--- src/rtl/frc_pkg.sv ---
// ----------------------------------------------------------------------------
// frc_pkg: shared definitions for the framed record checker
// Holds the record layout, FNV-1a 64 constants, status codes, register
// indexes and the result record type used between the checker modules.
// ----------------------------------------------------------------------------
package frc_pkg;

	localparam int unsigned BYTE_W    = 8;
	localparam int unsigned HASH_W    = 64;
	localparam int unsigned WORD_W    = 32;
	localparam int unsigned COUNT_W   = 33;
	localparam int unsigned CFG_IDX_W = 4;
	localparam int unsigned CFG_DAT_W = 64;

	localparam logic [COUNT_W-1:0] MAGIC_END    = COUNT_W'(8);
	localparam logic [COUNT_W-1:0] VERSION_END  = COUNT_W'(8 + 4);
	localparam logic [COUNT_W-1:0] LENGTH_END   = COUNT_W'(8 + 4 + 4);
	localparam logic [COUNT_W-1:0] HEADER_BYTES = COUNT_W'(8 + 4 + 4 + 8);
	localparam logic [COUNT_W-1:0] COUNT_MAX    = {COUNT_W{1'b1}};

	localparam logic [HASH_W-1:0] FNV_BASIS = 64'hCBF2_9CE4_8422_2325;
	localparam logic [HASH_W-1:0] MAGIC_RESET = 64'h5653_3939_4F4E_4F4D;
	localparam logic [WORD_W-1:0] VERSION_RESET = 32'd2;

	localparam logic [CFG_IDX_W-1:0] REG_MAGIC   = CFG_IDX_W'(0);
	localparam logic [CFG_IDX_W-1:0] REG_VERSION = CFG_IDX_W'(1);

	typedef enum logic [2:0] {
		ST_OK       = 3'd0,
		ST_SHORT    = 3'd1,
		ST_MAGIC    = 3'd2,
		ST_VERSION  = 3'd3,
		ST_LENGTH   = 3'd4,
		ST_CHECKSUM = 3'd5
	} status_t;

	typedef struct packed {
		status_t             status;
		logic                record_ok;
		logic [HASH_W-1:0]   payload_hash;
	} result_t;

	// One FNV-1a 64 round. The prime is 2^40 + 0x1B3, so the multiply is
	// a sum of shifted copies (bits 40, 8, 7, 5, 4, 1 and 0).
	function automatic logic [HASH_W-1:0] fnv_step(input logic [HASH_W-1:0] h,
			input logic [BYTE_W-1:0] b);
		logic [HASH_W-1:0] x;
		x = h ^ {{(HASH_W-BYTE_W){1'b0}}, b};
		return (x << 40) + (x << 8) + (x << 7) + (x << 5) + (x << 4)
			+ (x << 1) + x;
	endfunction

endpackage

--- src/rtl/frc_if.sv ---
// ----------------------------------------------------------------------------
// frc_if: handshake channels of the framed record checker
// Byte input channel, result channel and register write channel, each with
// valid, ready and its payload.
// ----------------------------------------------------------------------------
interface frc_byte_if;
	logic                        valid;
	logic                        ready;
	logic [frc_pkg::BYTE_W-1:0]  data_byte;
	logic                        last_byte;

	modport source (output valid, output data_byte, output last_byte, input ready);
	modport sink (input valid, input data_byte, input last_byte, output ready);
endinterface

interface frc_result_if;
	logic                        valid;
	logic                        ready;
	logic [2:0]                  status;
	logic                        record_ok;
	logic [frc_pkg::HASH_W-1:0]  payload_hash;

	modport source (output valid, output status, output record_ok,
		output payload_hash, input ready);
	modport sink (input valid, input status, input record_ok,
		input payload_hash, output ready);
endinterface

interface frc_cfg_if;
	logic                           valid;
	logic                           ready;
	logic [frc_pkg::CFG_IDX_W-1:0]  index;
	logic [frc_pkg::CFG_DAT_W-1:0]  data;

	modport source (output valid, output index, output data, input ready);
	modport sink (input valid, input index, input data, output ready);
endinterface

--- src/rtl/frc_cfg_regs.sv ---
// ----------------------------------------------------------------------------
// frc_cfg_regs: configuration registers
// Holds the expected magic word and format version; writes to unknown
// indexes are dropped.
// ----------------------------------------------------------------------------
module frc_cfg_regs (
	input  logic                        clk,
	input  logic                        arst_n,
	frc_cfg_if.sink                     cfg,
	output logic [frc_pkg::HASH_W-1:0]  magic_word,
	output logic [frc_pkg::WORD_W-1:0]  expected_version
);

	logic [frc_pkg::HASH_W-1:0] magic_q;
	logic [frc_pkg::WORD_W-1:0] version_q;

	assign cfg.ready = 1'b1;

	always_ff @(posedge clk or negedge arst_n) begin
		if (!arst_n) begin
			magic_q   <= frc_pkg::MAGIC_RESET;
			version_q <= frc_pkg::VERSION_RESET;
		end else if (cfg.valid) begin
			unique case (cfg.index)
				frc_pkg::REG_MAGIC:   magic_q   <= cfg.data;
				frc_pkg::REG_VERSION: version_q <= cfg.data[frc_pkg::WORD_W-1:0];
				default: ;
			endcase
		end
	end

	assign magic_word       = magic_q;
	assign expected_version = version_q;

endmodule

--- src/rtl/frc_record.sv ---
// ----------------------------------------------------------------------------
// frc_record: input register and per-record state
// Registers each byte, checks the magic, captures the header fields, runs
// the payload hash and forms the result when the last byte is processed.
// ----------------------------------------------------------------------------
module frc_record (
	input  logic                        clk,
	input  logic                        arst_n,
	frc_byte_if.sink                    byte_ch,
	input  logic [frc_pkg::HASH_W-1:0]  magic_word,
	input  logic [frc_pkg::WORD_W-1:0]  expected_version,
	input  logic                        out_free,
	output logic                        res_valid,
	output frc_pkg::result_t            res
);

	logic                               valid_s1;
	logic [frc_pkg::BYTE_W-1:0]         byte_s1;
	logic                               last_s1;

	logic [frc_pkg::COUNT_W-1:0]        count_q;
	logic                               magic_bad_q;
	logic [frc_pkg::WORD_W-1:0]         version_q;
	logic [frc_pkg::WORD_W-1:0]         length_q;
	logic [frc_pkg::HASH_W-1:0]         checksum_q;
	logic [frc_pkg::HASH_W-1:0]         hash_q;

	logic [frc_pkg::COUNT_W-1:0]        count_nx;
	logic                               magic_bad_nx;
	logic [frc_pkg::WORD_W-1:0]         version_nx;
	logic [frc_pkg::WORD_W-1:0]         length_nx;
	logic [frc_pkg::HASH_W-1:0]         checksum_nx;
	logic [frc_pkg::HASH_W-1:0]         hash_nx;
	logic [frc_pkg::BYTE_W-1:0]         want;
	logic                               advance;
	frc_pkg::status_t                   st;

	// A byte leaves the input register unless it closes a record whose
	// result cannot be stored yet.
	assign advance       = valid_s1 && (!last_s1 || out_free);
	assign byte_ch.ready = !valid_s1 || advance;

	always_ff @(posedge clk or negedge arst_n) begin
		if (!arst_n) begin
			valid_s1 <= 1'b0;
		end else if (byte_ch.ready) begin
			valid_s1 <= byte_ch.valid;
		end
	end

	always_ff @(posedge clk) begin
		if (byte_ch.ready && byte_ch.valid) begin
			byte_s1 <= byte_ch.data_byte;
			last_s1 <= byte_ch.last_byte;
		end
	end

	always_comb begin
		count_nx     = count_q;
		magic_bad_nx = magic_bad_q;
		version_nx   = version_q;
		length_nx    = length_q;
		checksum_nx  = checksum_q;
		hash_nx      = hash_q;
		want         = magic_word[{count_q[2:0], 3'b000} +: frc_pkg::BYTE_W];
		if (count_q < frc_pkg::MAGIC_END) begin
			if (want != byte_s1) begin
				magic_bad_nx = 1'b1;
			end
		end else if (count_q < frc_pkg::VERSION_END) begin
			version_nx[{count_q[1:0], 3'b000} +: frc_pkg::BYTE_W] =
				version_q[{count_q[1:0], 3'b000} +: frc_pkg::BYTE_W] | byte_s1;
		end else if (count_q < frc_pkg::LENGTH_END) begin
			length_nx[{count_q[1:0], 3'b000} +: frc_pkg::BYTE_W] =
				length_q[{count_q[1:0], 3'b000} +: frc_pkg::BYTE_W] | byte_s1;
		end else if (count_q < frc_pkg::HEADER_BYTES) begin
			checksum_nx[{count_q[2:0], 3'b000} +: frc_pkg::BYTE_W] =
				checksum_q[{count_q[2:0], 3'b000} +: frc_pkg::BYTE_W] | byte_s1;
		end else begin
			hash_nx = frc_pkg::fnv_step(hash_q, byte_s1);
		end
		if (count_q != frc_pkg::COUNT_MAX) begin
			count_nx = count_q + frc_pkg::COUNT_W'(1);
		end
	end

	// Status in header order; the first failing check wins.
	always_comb begin
		if (count_nx < frc_pkg::HEADER_BYTES) begin
			st = frc_pkg::ST_SHORT;
		end else if (magic_bad_nx) begin
			st = frc_pkg::ST_MAGIC;
		end else if (version_nx != expected_version) begin
			st = frc_pkg::ST_VERSION;
		end else if (count_nx == frc_pkg::COUNT_MAX
				|| (count_nx - frc_pkg::HEADER_BYTES) != {1'b0, length_nx}) begin
			st = frc_pkg::ST_LENGTH;
		end else if (hash_nx != checksum_nx) begin
			st = frc_pkg::ST_CHECKSUM;
		end else begin
			st = frc_pkg::ST_OK;
		end
	end

	assign res_valid        = valid_s1 && last_s1;
	assign res.status       = st;
	assign res.record_ok    = (st == frc_pkg::ST_OK);
	assign res.payload_hash = hash_nx;

	always_ff @(posedge clk or negedge arst_n) begin
		if (!arst_n) begin
			count_q     <= '0;
			magic_bad_q <= 1'b0;
			version_q   <= '0;
			length_q    <= '0;
			checksum_q  <= '0;
			hash_q      <= frc_pkg::FNV_BASIS;
		end else if (advance) begin
			if (last_s1) begin
				count_q     <= '0;
				magic_bad_q <= 1'b0;
				version_q   <= '0;
				length_q    <= '0;
				checksum_q  <= '0;
				hash_q      <= frc_pkg::FNV_BASIS;
			end else begin
				count_q     <= count_nx;
				magic_bad_q <= magic_bad_nx;
				version_q   <= version_nx;
				length_q    <= length_nx;
				checksum_q  <= checksum_nx;
				hash_q      <= hash_nx;
			end
		end
	end

endmodule

--- src/rtl/frc_out_reg.sv ---
// ----------------------------------------------------------------------------
// frc_out_reg: result register
// Holds one finished result until the consumer takes it.
// ----------------------------------------------------------------------------
module frc_out_reg (
	input  logic              clk,
	input  logic              arst_n,
	input  logic              res_valid,
	input  frc_pkg::result_t  res,
	output logic              out_free,
	frc_result_if.source      result_ch
);

	logic             valid_q;
	frc_pkg::result_t res_q;

	assign out_free = !valid_q || result_ch.ready;

	always_ff @(posedge clk or negedge arst_n) begin
		if (!arst_n) begin
			valid_q <= 1'b0;
		end else if (out_free) begin
			valid_q <= res_valid;
		end
	end

	always_ff @(posedge clk) begin
		if (out_free && res_valid) begin
			res_q <= res;
		end
	end

	assign result_ch.valid        = valid_q;
	assign result_ch.status       = res_q.status;
	assign result_ch.record_ok    = res_q.record_ok;
	assign result_ch.payload_hash = res_q.payload_hash;

endmodule

--- src/rtl/framed_record_checker_fnv1a64_top.sv ---
// ----------------------------------------------------------------------------
// framed_record_checker_fnv1a64_top: framed record checker with FNV-1a 64
// Checks a byte stream of records (24-byte header, then payload) and gives
// one status and payload hash per record.
// ----------------------------------------------------------------------------
//
//  Channel    Dir  Payload                                  Moves
//  byte_ch    in   data_byte[7:0], last_byte                one record byte
//  result_ch  out  status[2:0], record_ok, payload_hash     one record verdict
//  cfg_ch     in   index[3:0], data[63:0]                   one register write
//
// Each byte is captured in the input register and from there passes through
// the header capture, FNV round and status logic into the per-record
// state, or into the result register on the last byte; the input register
// takes a new byte as the held one moves on. The constant-prime multiply
// (a handful of shifted 64-bit adds) sets the clock. A result passes from
// the input register into the result register, where the consumer takes it.
// Reset loads the register defaults and starts a new record. When the
// result register is full and not being drained, a last byte waits in the
// input register and byte_ch.ready drops; other bytes keep flowing.
//
module framed_record_checker_fnv1a64_top (
	input  logic          clk,
	input  logic          arst_n,
	frc_byte_if.sink      byte_ch,
	frc_result_if.source  result_ch,
	frc_cfg_if.sink       cfg_ch
);

	logic [frc_pkg::HASH_W-1:0] magic_word;
	logic [frc_pkg::WORD_W-1:0] expected_version;
	logic                       out_free;
	logic                       res_valid;
	frc_pkg::result_t           res;

	// Registers must only be written between records, so the record logic may
	// read them directly; the block itself does not enforce this.
	frc_cfg_regs u_cfg_regs (
		.clk              (clk),
		.arst_n           (arst_n),
		.cfg              (cfg_ch),
		.magic_word       (magic_word),
		.expected_version (expected_version)
	);

	// Input register, header capture, hash and status.
	frc_record u_record (
		.clk              (clk),
		.arst_n           (arst_n),
		.byte_ch          (byte_ch),
		.magic_word       (magic_word),
		.expected_version (expected_version),
		.out_free         (out_free),
		.res_valid        (res_valid),
		.res              (res)
	);

	// Result register; it decouples the consumer from the byte stream.
	frc_out_reg u_out_reg (
		.clk       (clk),
		.arst_n    (arst_n),
		.res_valid (res_valid),
		.res       (res),
		.out_free  (out_free),
		.result_ch (result_ch)
	);

endmodule

--- src/flat_wrapper.sv ---
// flat-port wrapper written by rule: the top's interface ports become plain ports
module framed_record_checker_fnv1a64_top_flat 
  (clk, arst_n, byte_ch_valid, byte_ch_data_byte, byte_ch_last_byte, byte_ch_ready, result_ch_valid, result_ch_status, result_ch_record_ok, result_ch_payload_hash, result_ch_ready, cfg_ch_valid, cfg_ch_index, cfg_ch_data, cfg_ch_ready);
  frc_byte_if byte_ch_i ();
  frc_result_if result_ch_i ();
  frc_cfg_if cfg_ch_i ();
  input  logic clk;
  input  logic arst_n;
  input wire logic [$bits(byte_ch_i.valid)-1:0] byte_ch_valid;
  input wire logic [$bits(byte_ch_i.data_byte)-1:0] byte_ch_data_byte;
  input wire logic [$bits(byte_ch_i.last_byte)-1:0] byte_ch_last_byte;
  output wire logic [$bits(byte_ch_i.ready)-1:0] byte_ch_ready;
  output wire logic [$bits(result_ch_i.valid)-1:0] result_ch_valid;
  output wire logic [$bits(result_ch_i.status)-1:0] result_ch_status;
  output wire logic [$bits(result_ch_i.record_ok)-1:0] result_ch_record_ok;
  output wire logic [$bits(result_ch_i.payload_hash)-1:0] result_ch_payload_hash;
  input wire logic [$bits(result_ch_i.ready)-1:0] result_ch_ready;
  input wire logic [$bits(cfg_ch_i.valid)-1:0] cfg_ch_valid;
  input wire logic [$bits(cfg_ch_i.index)-1:0] cfg_ch_index;
  input wire logic [$bits(cfg_ch_i.data)-1:0] cfg_ch_data;
  output wire logic [$bits(cfg_ch_i.ready)-1:0] cfg_ch_ready;
  assign byte_ch_i.valid = byte_ch_valid;
  assign byte_ch_i.data_byte = byte_ch_data_byte;
  assign byte_ch_i.last_byte = byte_ch_last_byte;
  assign byte_ch_ready = byte_ch_i.ready;
  assign result_ch_valid = result_ch_i.valid;
  assign result_ch_status = result_ch_i.status;
  assign result_ch_record_ok = result_ch_i.record_ok;
  assign result_ch_payload_hash = result_ch_i.payload_hash;
  assign result_ch_i.ready = result_ch_ready;
  assign cfg_ch_i.valid = cfg_ch_valid;
  assign cfg_ch_i.index = cfg_ch_index;
  assign cfg_ch_i.data = cfg_ch_data;
  assign cfg_ch_ready = cfg_ch_i.ready;
  framed_record_checker_fnv1a64_top u_core (.clk(clk), .arst_n(arst_n), .byte_ch(byte_ch_i), .result_ch(result_ch_i), .cfg_ch(cfg_ch_i));
endmodule
--- config.mk ---
export PLATFORM = sky130hd
export DESIGN_NAME = framed_record_checker_fnv1a64_top_flat
export DESIGN_NICKNAME = d
export VERILOG_FILES = /design/src/rtl/frc_pkg.sv /design/src/rtl/frc_if.sv /design/src/rtl/frc_cfg_regs.sv /design/src/rtl/frc_record.sv /design/src/rtl/frc_out_reg.sv /design/src/rtl/framed_record_checker_fnv1a64_top.sv /design/src/flat_wrapper.sv
export SDC_FILE = /design/constraint.sdc
export NUM_CORES = 2
export LEC_CHECK = 0
export ABC_AREA = 1
export ABC_CLOCK_PERIOD_IN_PS = 7500
export BUFFER_PORTS_ARGS = -buffer_cell sky130_fd_sc_hd__buf_2
export CORE_UTILIZATION = 55
export CTS_CLUSTER_DIAMETER = 100
export DETAILED_ROUTE_END_ITERATION = 8
export HOLD_SLACK_MARGIN = 0.12
export PLACE_DENSITY = 0.72
export SLEW_MARGIN = 5
export SYNTH_ARGS = -nofsm -noshare
export SYNTH_HDL_FRONTEND = slang
export SYNTH_SLANG_ARGS = --single-unit
--- constraint.sdc ---
create_clock -name clk -period 7.5 [get_ports clk]
set_input_delay 0.375 -clock clk [delete_from_list [all_inputs] [get_ports clk]]
set_output_delay 0.375 -clock clk [all_outputs]
set_load 0.05 [all_outputs]
==> flow_metrics.env <==
export IMPL_detailed_place_hpwl_mm=105
export IMPL_multi_input_area_um2=21500
export IMPL_synth_seq_area_share=0.288
export IMPL_die_h_um=259
export IMPL_pin_count_of_the_biggest_net_entering_global_routing=113
export IMPL_worstSetupStartpointType="flip-flop"
export IMPL_cp_common_cell="nand2_1"
export IMPL_syn_area_per_cell_um2=7.01
export IMPL_io_pins=153
export IMPL_reg2reg_depth=32
export IMPL_worstPathMaxFanout=6
export IMPL_synth_warnings=0
export IMPL_fin_setup_tns_ps=0
export IMPL_die_w_um=259
export IMPL_finalHoldWorstSlack_ps=406
export IMPL_drive_gt1_frac=0.0785
export IMPL_initial_antenna_violation_count=1
export IMPL_reg2reg_from="u_core.u_record.byte_s1[4]$_DFFE_PP_"
export IMPL_clock_power_share=0.339
export IMPL_report_final_setup_viol=0
export IMPL_most_frequent_cell_after_synthesis="nand2_1"
export IMPL_regToRegEndpoint="u_core.u_out_reg.result_ch.status[0]$_DFFE_PP_"
export IMPL_slew_viol_final=0
export IMPL_vias_in_the_first_global_route=34472
export IMPL_setup_ws_ps=240
export IMPL_synthesis_area_um2=36400
export IMPL_leakagePower_nw=21.2
export IMPL_die_area_um2=67200
export IMPL_fp_row_count=93
export IMPL_syn_to_final_growth_pct=10.9
export IMPL_synth_largest_type_area_fraction=0.179
export IMPL_start_util=0.561
export IMPL_tightest_slew_ps=1070
export IMPL_finalClockSkew_ps=60.5
export IMPL_wl_mm=135
export IMPL_async_flop_share=0.808
export IMPL_worst_setup_hold_path_clk_slew_ps=60
export IMPL_clock_tree_htree_level_count=2
export IMPL_netlist_top_cells_count="1641 x nand2_1, 1024 x inv_1, 388 x nand3_1"
export IMPL_cp_required_ps=7840
export IMPL_yosys_register_bits=401
export IMPL_antenna_left=0
export IMPL_syn_instance_count=5192
export IMPL_criticalPathCategory="reg -> reg"
export IMPL_reg_to_reg_slack_setup_ps=240
export IMPL_maxCapViolCount=0
export IMPL_synthesis_nets=5638
export IMPL_layout_filler_cells=6006
export IMPL_vias_per_cell=5.66
export IMPL_final_min_clock_period_ps=7260
export IMPL_cts_path_max_buffers=3
export IMPL_worst_ir_drop_vdd_v=0.000224
export IMPL_cts_root_buffer_cell="clkbuf_16"
export IMPL_power_frac_comb=0.319
export IMPL_maxSlewHeadroom=0.280
export IMPL_timing_final_hold_violations=0
export IMPL_synth_area_leader_cell="dfrtp_1"
export IMPL_largest_cells_by_area_after_synthesis="dfrtp_1 18%, nand2_1 17%, fa_1 13%"
export IMPL_cts_inserted_buffers=46
export IMPL_cts_tree="yes"
export IMPL_num_nets_final=5810
export IMPL_drt_initial_drc_count=3892
export IMPL_run_status="completed"
export IMPL_route_vias_total=35443
export IMPL_timing_critical_path_arrival_ps=7600
export IMPL_post_synth_num_cell_types=58
export IMPL_final_min_period_over_clock_period=0.968
export IMPL_core_area_um2=64900
export IMPL_power_net_switching_w=0.00272
export IMPL_detail_route_drc_violations=0
export IMPL_pre_cts_slack_ps=407
export IMPL_place_port_buffers=151
export IMPL_grt_overflow_total=0
export IMPL_postPlaceCellArea_um2=38000
export IMPL_critical_path_endpoint_type="flip-flop"
export IMPL_firstDrtPassIters=8
export IMPL_globalRouteTotalUtil=0.407
export IMPL_rsz_0062_raised_after_global_routing="no"
export IMPL_synth_main_ff_cell="dfrtp_1"
export IMPL_pwr_density_cell_nw_per_um2=178
export IMPL_clk_latency_ps=650
export IMPL_count_of_flip_flops_with_a_built_in_enable_after_synthesis=77
export IMPL_gp_congestion=1.16
export IMPL_seq_area_um2=10500
export IMPL_first_pass_grt_wire_length_mm=205
export IMPL_crit_path_max_incr_delay_ps=560
export IMPL_wl_per_cell_um=21.6
export IMPL_critPathSlowestCell="fa_1"
export IMPL_final_core_utilization=0.621
export IMPL_power_internal_w=0.00449
export IMPL_max_freq_mhz=138
export IMPL_power_switching_fraction=0.377
export IMPL_layout_cell_area_non_filler_um2=40400
export IMPL_clk_sinks=401
export IMPL_pwr_share_seq=0.343
export IMPL_hold_path_class="in -> async"
timing repair:
| item | CTS | global route |
|---|---|---|
| endpoints found under the setup margin | 0 | 3 |
| hold buffers | 76 | 0 |
| buffers inserted | 0 | 0 |
| gates resized for setup | 0 | 1 |
| hold endpoints to repair | 199 | 0 |
critical path: cells and delay by family (launching register included):
family,cells,cell delay [ps]
and+or+nand+nor,20,2770
buffers and inverters,4,590
DFF,1,470
xor gates and xnor gates,1,420
AOI/OAI and AO/OA,1,280
adders and majority gates,6,2410
state kept, by name, summed over array words and instances (netlist names):
signal	flops
u_core.u_record.version_q	32
u_core.u_out_reg.result_ch.record_ok	1
u_core.u_out_reg.result_ch.payload_hash	64
u_core.u_record.checksum_q	64
u_core.u_record.byte_s1	8
u_core.u_cfg_regs.magic_word	64
u_core.u_cfg_regs.expected_version	32
u_core.u_record.length_q	32
u_core.u_record.count_q	33
u_core.u_record.valid_s1	1
u_core.u_out_reg.result_ch.valid	1
u_core.u_record.hash_q	64
u_core.u_record.last_s1	1
u_core.u_record.magic_bad_q	1
u_core.u_out_reg.result_ch.status	3
cells by family after synthesis:
kind of cell | after synthesis | share of synthesized area
xor gates and xnor gates | 88 | 0.0214
AOI/OAI and AO/OA | 605 | 0.0941
buffers and inverters | 1173 | 0.123
DFF | 401 | 0.288
adders and majority gates | 364 | 0.176
other | 1 | 0.000103
muxes | 29 | 0.00897
and+or+nand+nor | 2531 | 0.288
layout make-up:
type,instances,share of cell area
Timing Repair Buffer,262,0.0446
Clock buffer,67,0.0327
Antenna cell,1,0.0000620
Inverter,1035,0.0964
Tap cell,855,0.0265
Clock inverter,19,0.00722
Sequential cell,401,0.260
Multi-Input combinational cell,3618,0.532
metrics by stage:
stage / power (W) / instances
finish: 0.00720 / 6258
global route: 0.00751 / 6258
CTS: 0.00714 / 6257
detailed placement: 0.00468 / 6095
global placement: 0.00467 / 6095
floorplan: 0.00400 / 5192
worst max-delay path by stage:
stage	to	slack, ps	cells past startpoint	from
6_report	u_core.u_out_reg.result_ch.status[0]$_DFFE_PP_	240	32	u_core.u_record.byte_s1[4]$_DFFE_PP_
5_1_grt	u_core.u_out_reg.result_ch.status[0]$_DFFE_PP_	90	32	u_core.u_record.byte_s1[4]$_DFFE_PP_
4_1_cts	u_core.u_out_reg.result_ch.status[0]$_DFFE_PP_	310	32	u_core.u_record.byte_s1[4]$_DFFE_PP_
3_5_place_dp	u_core.u_out_reg.result_ch.status[0]$_DFFE_PP_	410	32	u_core.u_record.byte_s1[4]$_DFFE_PP_
3_3_place_gp	u_core.u_out_reg.result_ch.status[0]$_DFFE_PP_	470	32	u_core.u_record.byte_s1[4]$_DFFE_PP_
2_1_floorplan	u_core.u_out_reg.result_ch.status[0]$_DFFE_PP_	2170	30	u_core.u_record.byte_s1[5]$_DFFE_PP_
power by group through the flow:
stage               clock [W]  sequential [W]  combinational (W)
global placement            0         0.00250            0.00218
detailed placement          0         0.00250            0.00218
CTS                   0.00245         0.00246            0.00223
floorplan                   0         0.00251            0.00149
finish                0.00244         0.00247            0.00230
global route          0.00253         0.00248            0.00251
metal layers:
| layer | routed length, um | share of wire | GRT usage |
|---|---|---|---|
| met1 | 50000 | 0.37 | 0.485 |
| met2 | 62400 | 0.46 | 0.660 |
| met3 | 10700 | 0.079 | 0.0651 |
| met4 | 12400 | 0.091 | 0.315 |
| met5 | 0 | 0 | 0 |
cell usage in the layout, fill, tap and decap left out, types with 12 or more instances in the layout:
master and instances:
a21oi_1 113, a22o_1 20, a22oi_1 14, buf_2 150
buf_4 34, clkbuf_1 13, clkbuf_16 47, dfrtp_1 259
dfstp_2 63, dlygate4sd3_1 76, edfxtp_1 77, fa_1 245
ha_1 119, inv_1 1021, mux2_2 29, nand2_1 1639
nand3_1 387, nand3b_1 22, nand4_1 57, nor2_1 340
nor2_2 18, nor3_1 21, o211ai_1 12, o21ai_0 278
o22ai_1 129, xnor2_1 35, xor2_1 51
(Power assumes the default switching activity.)
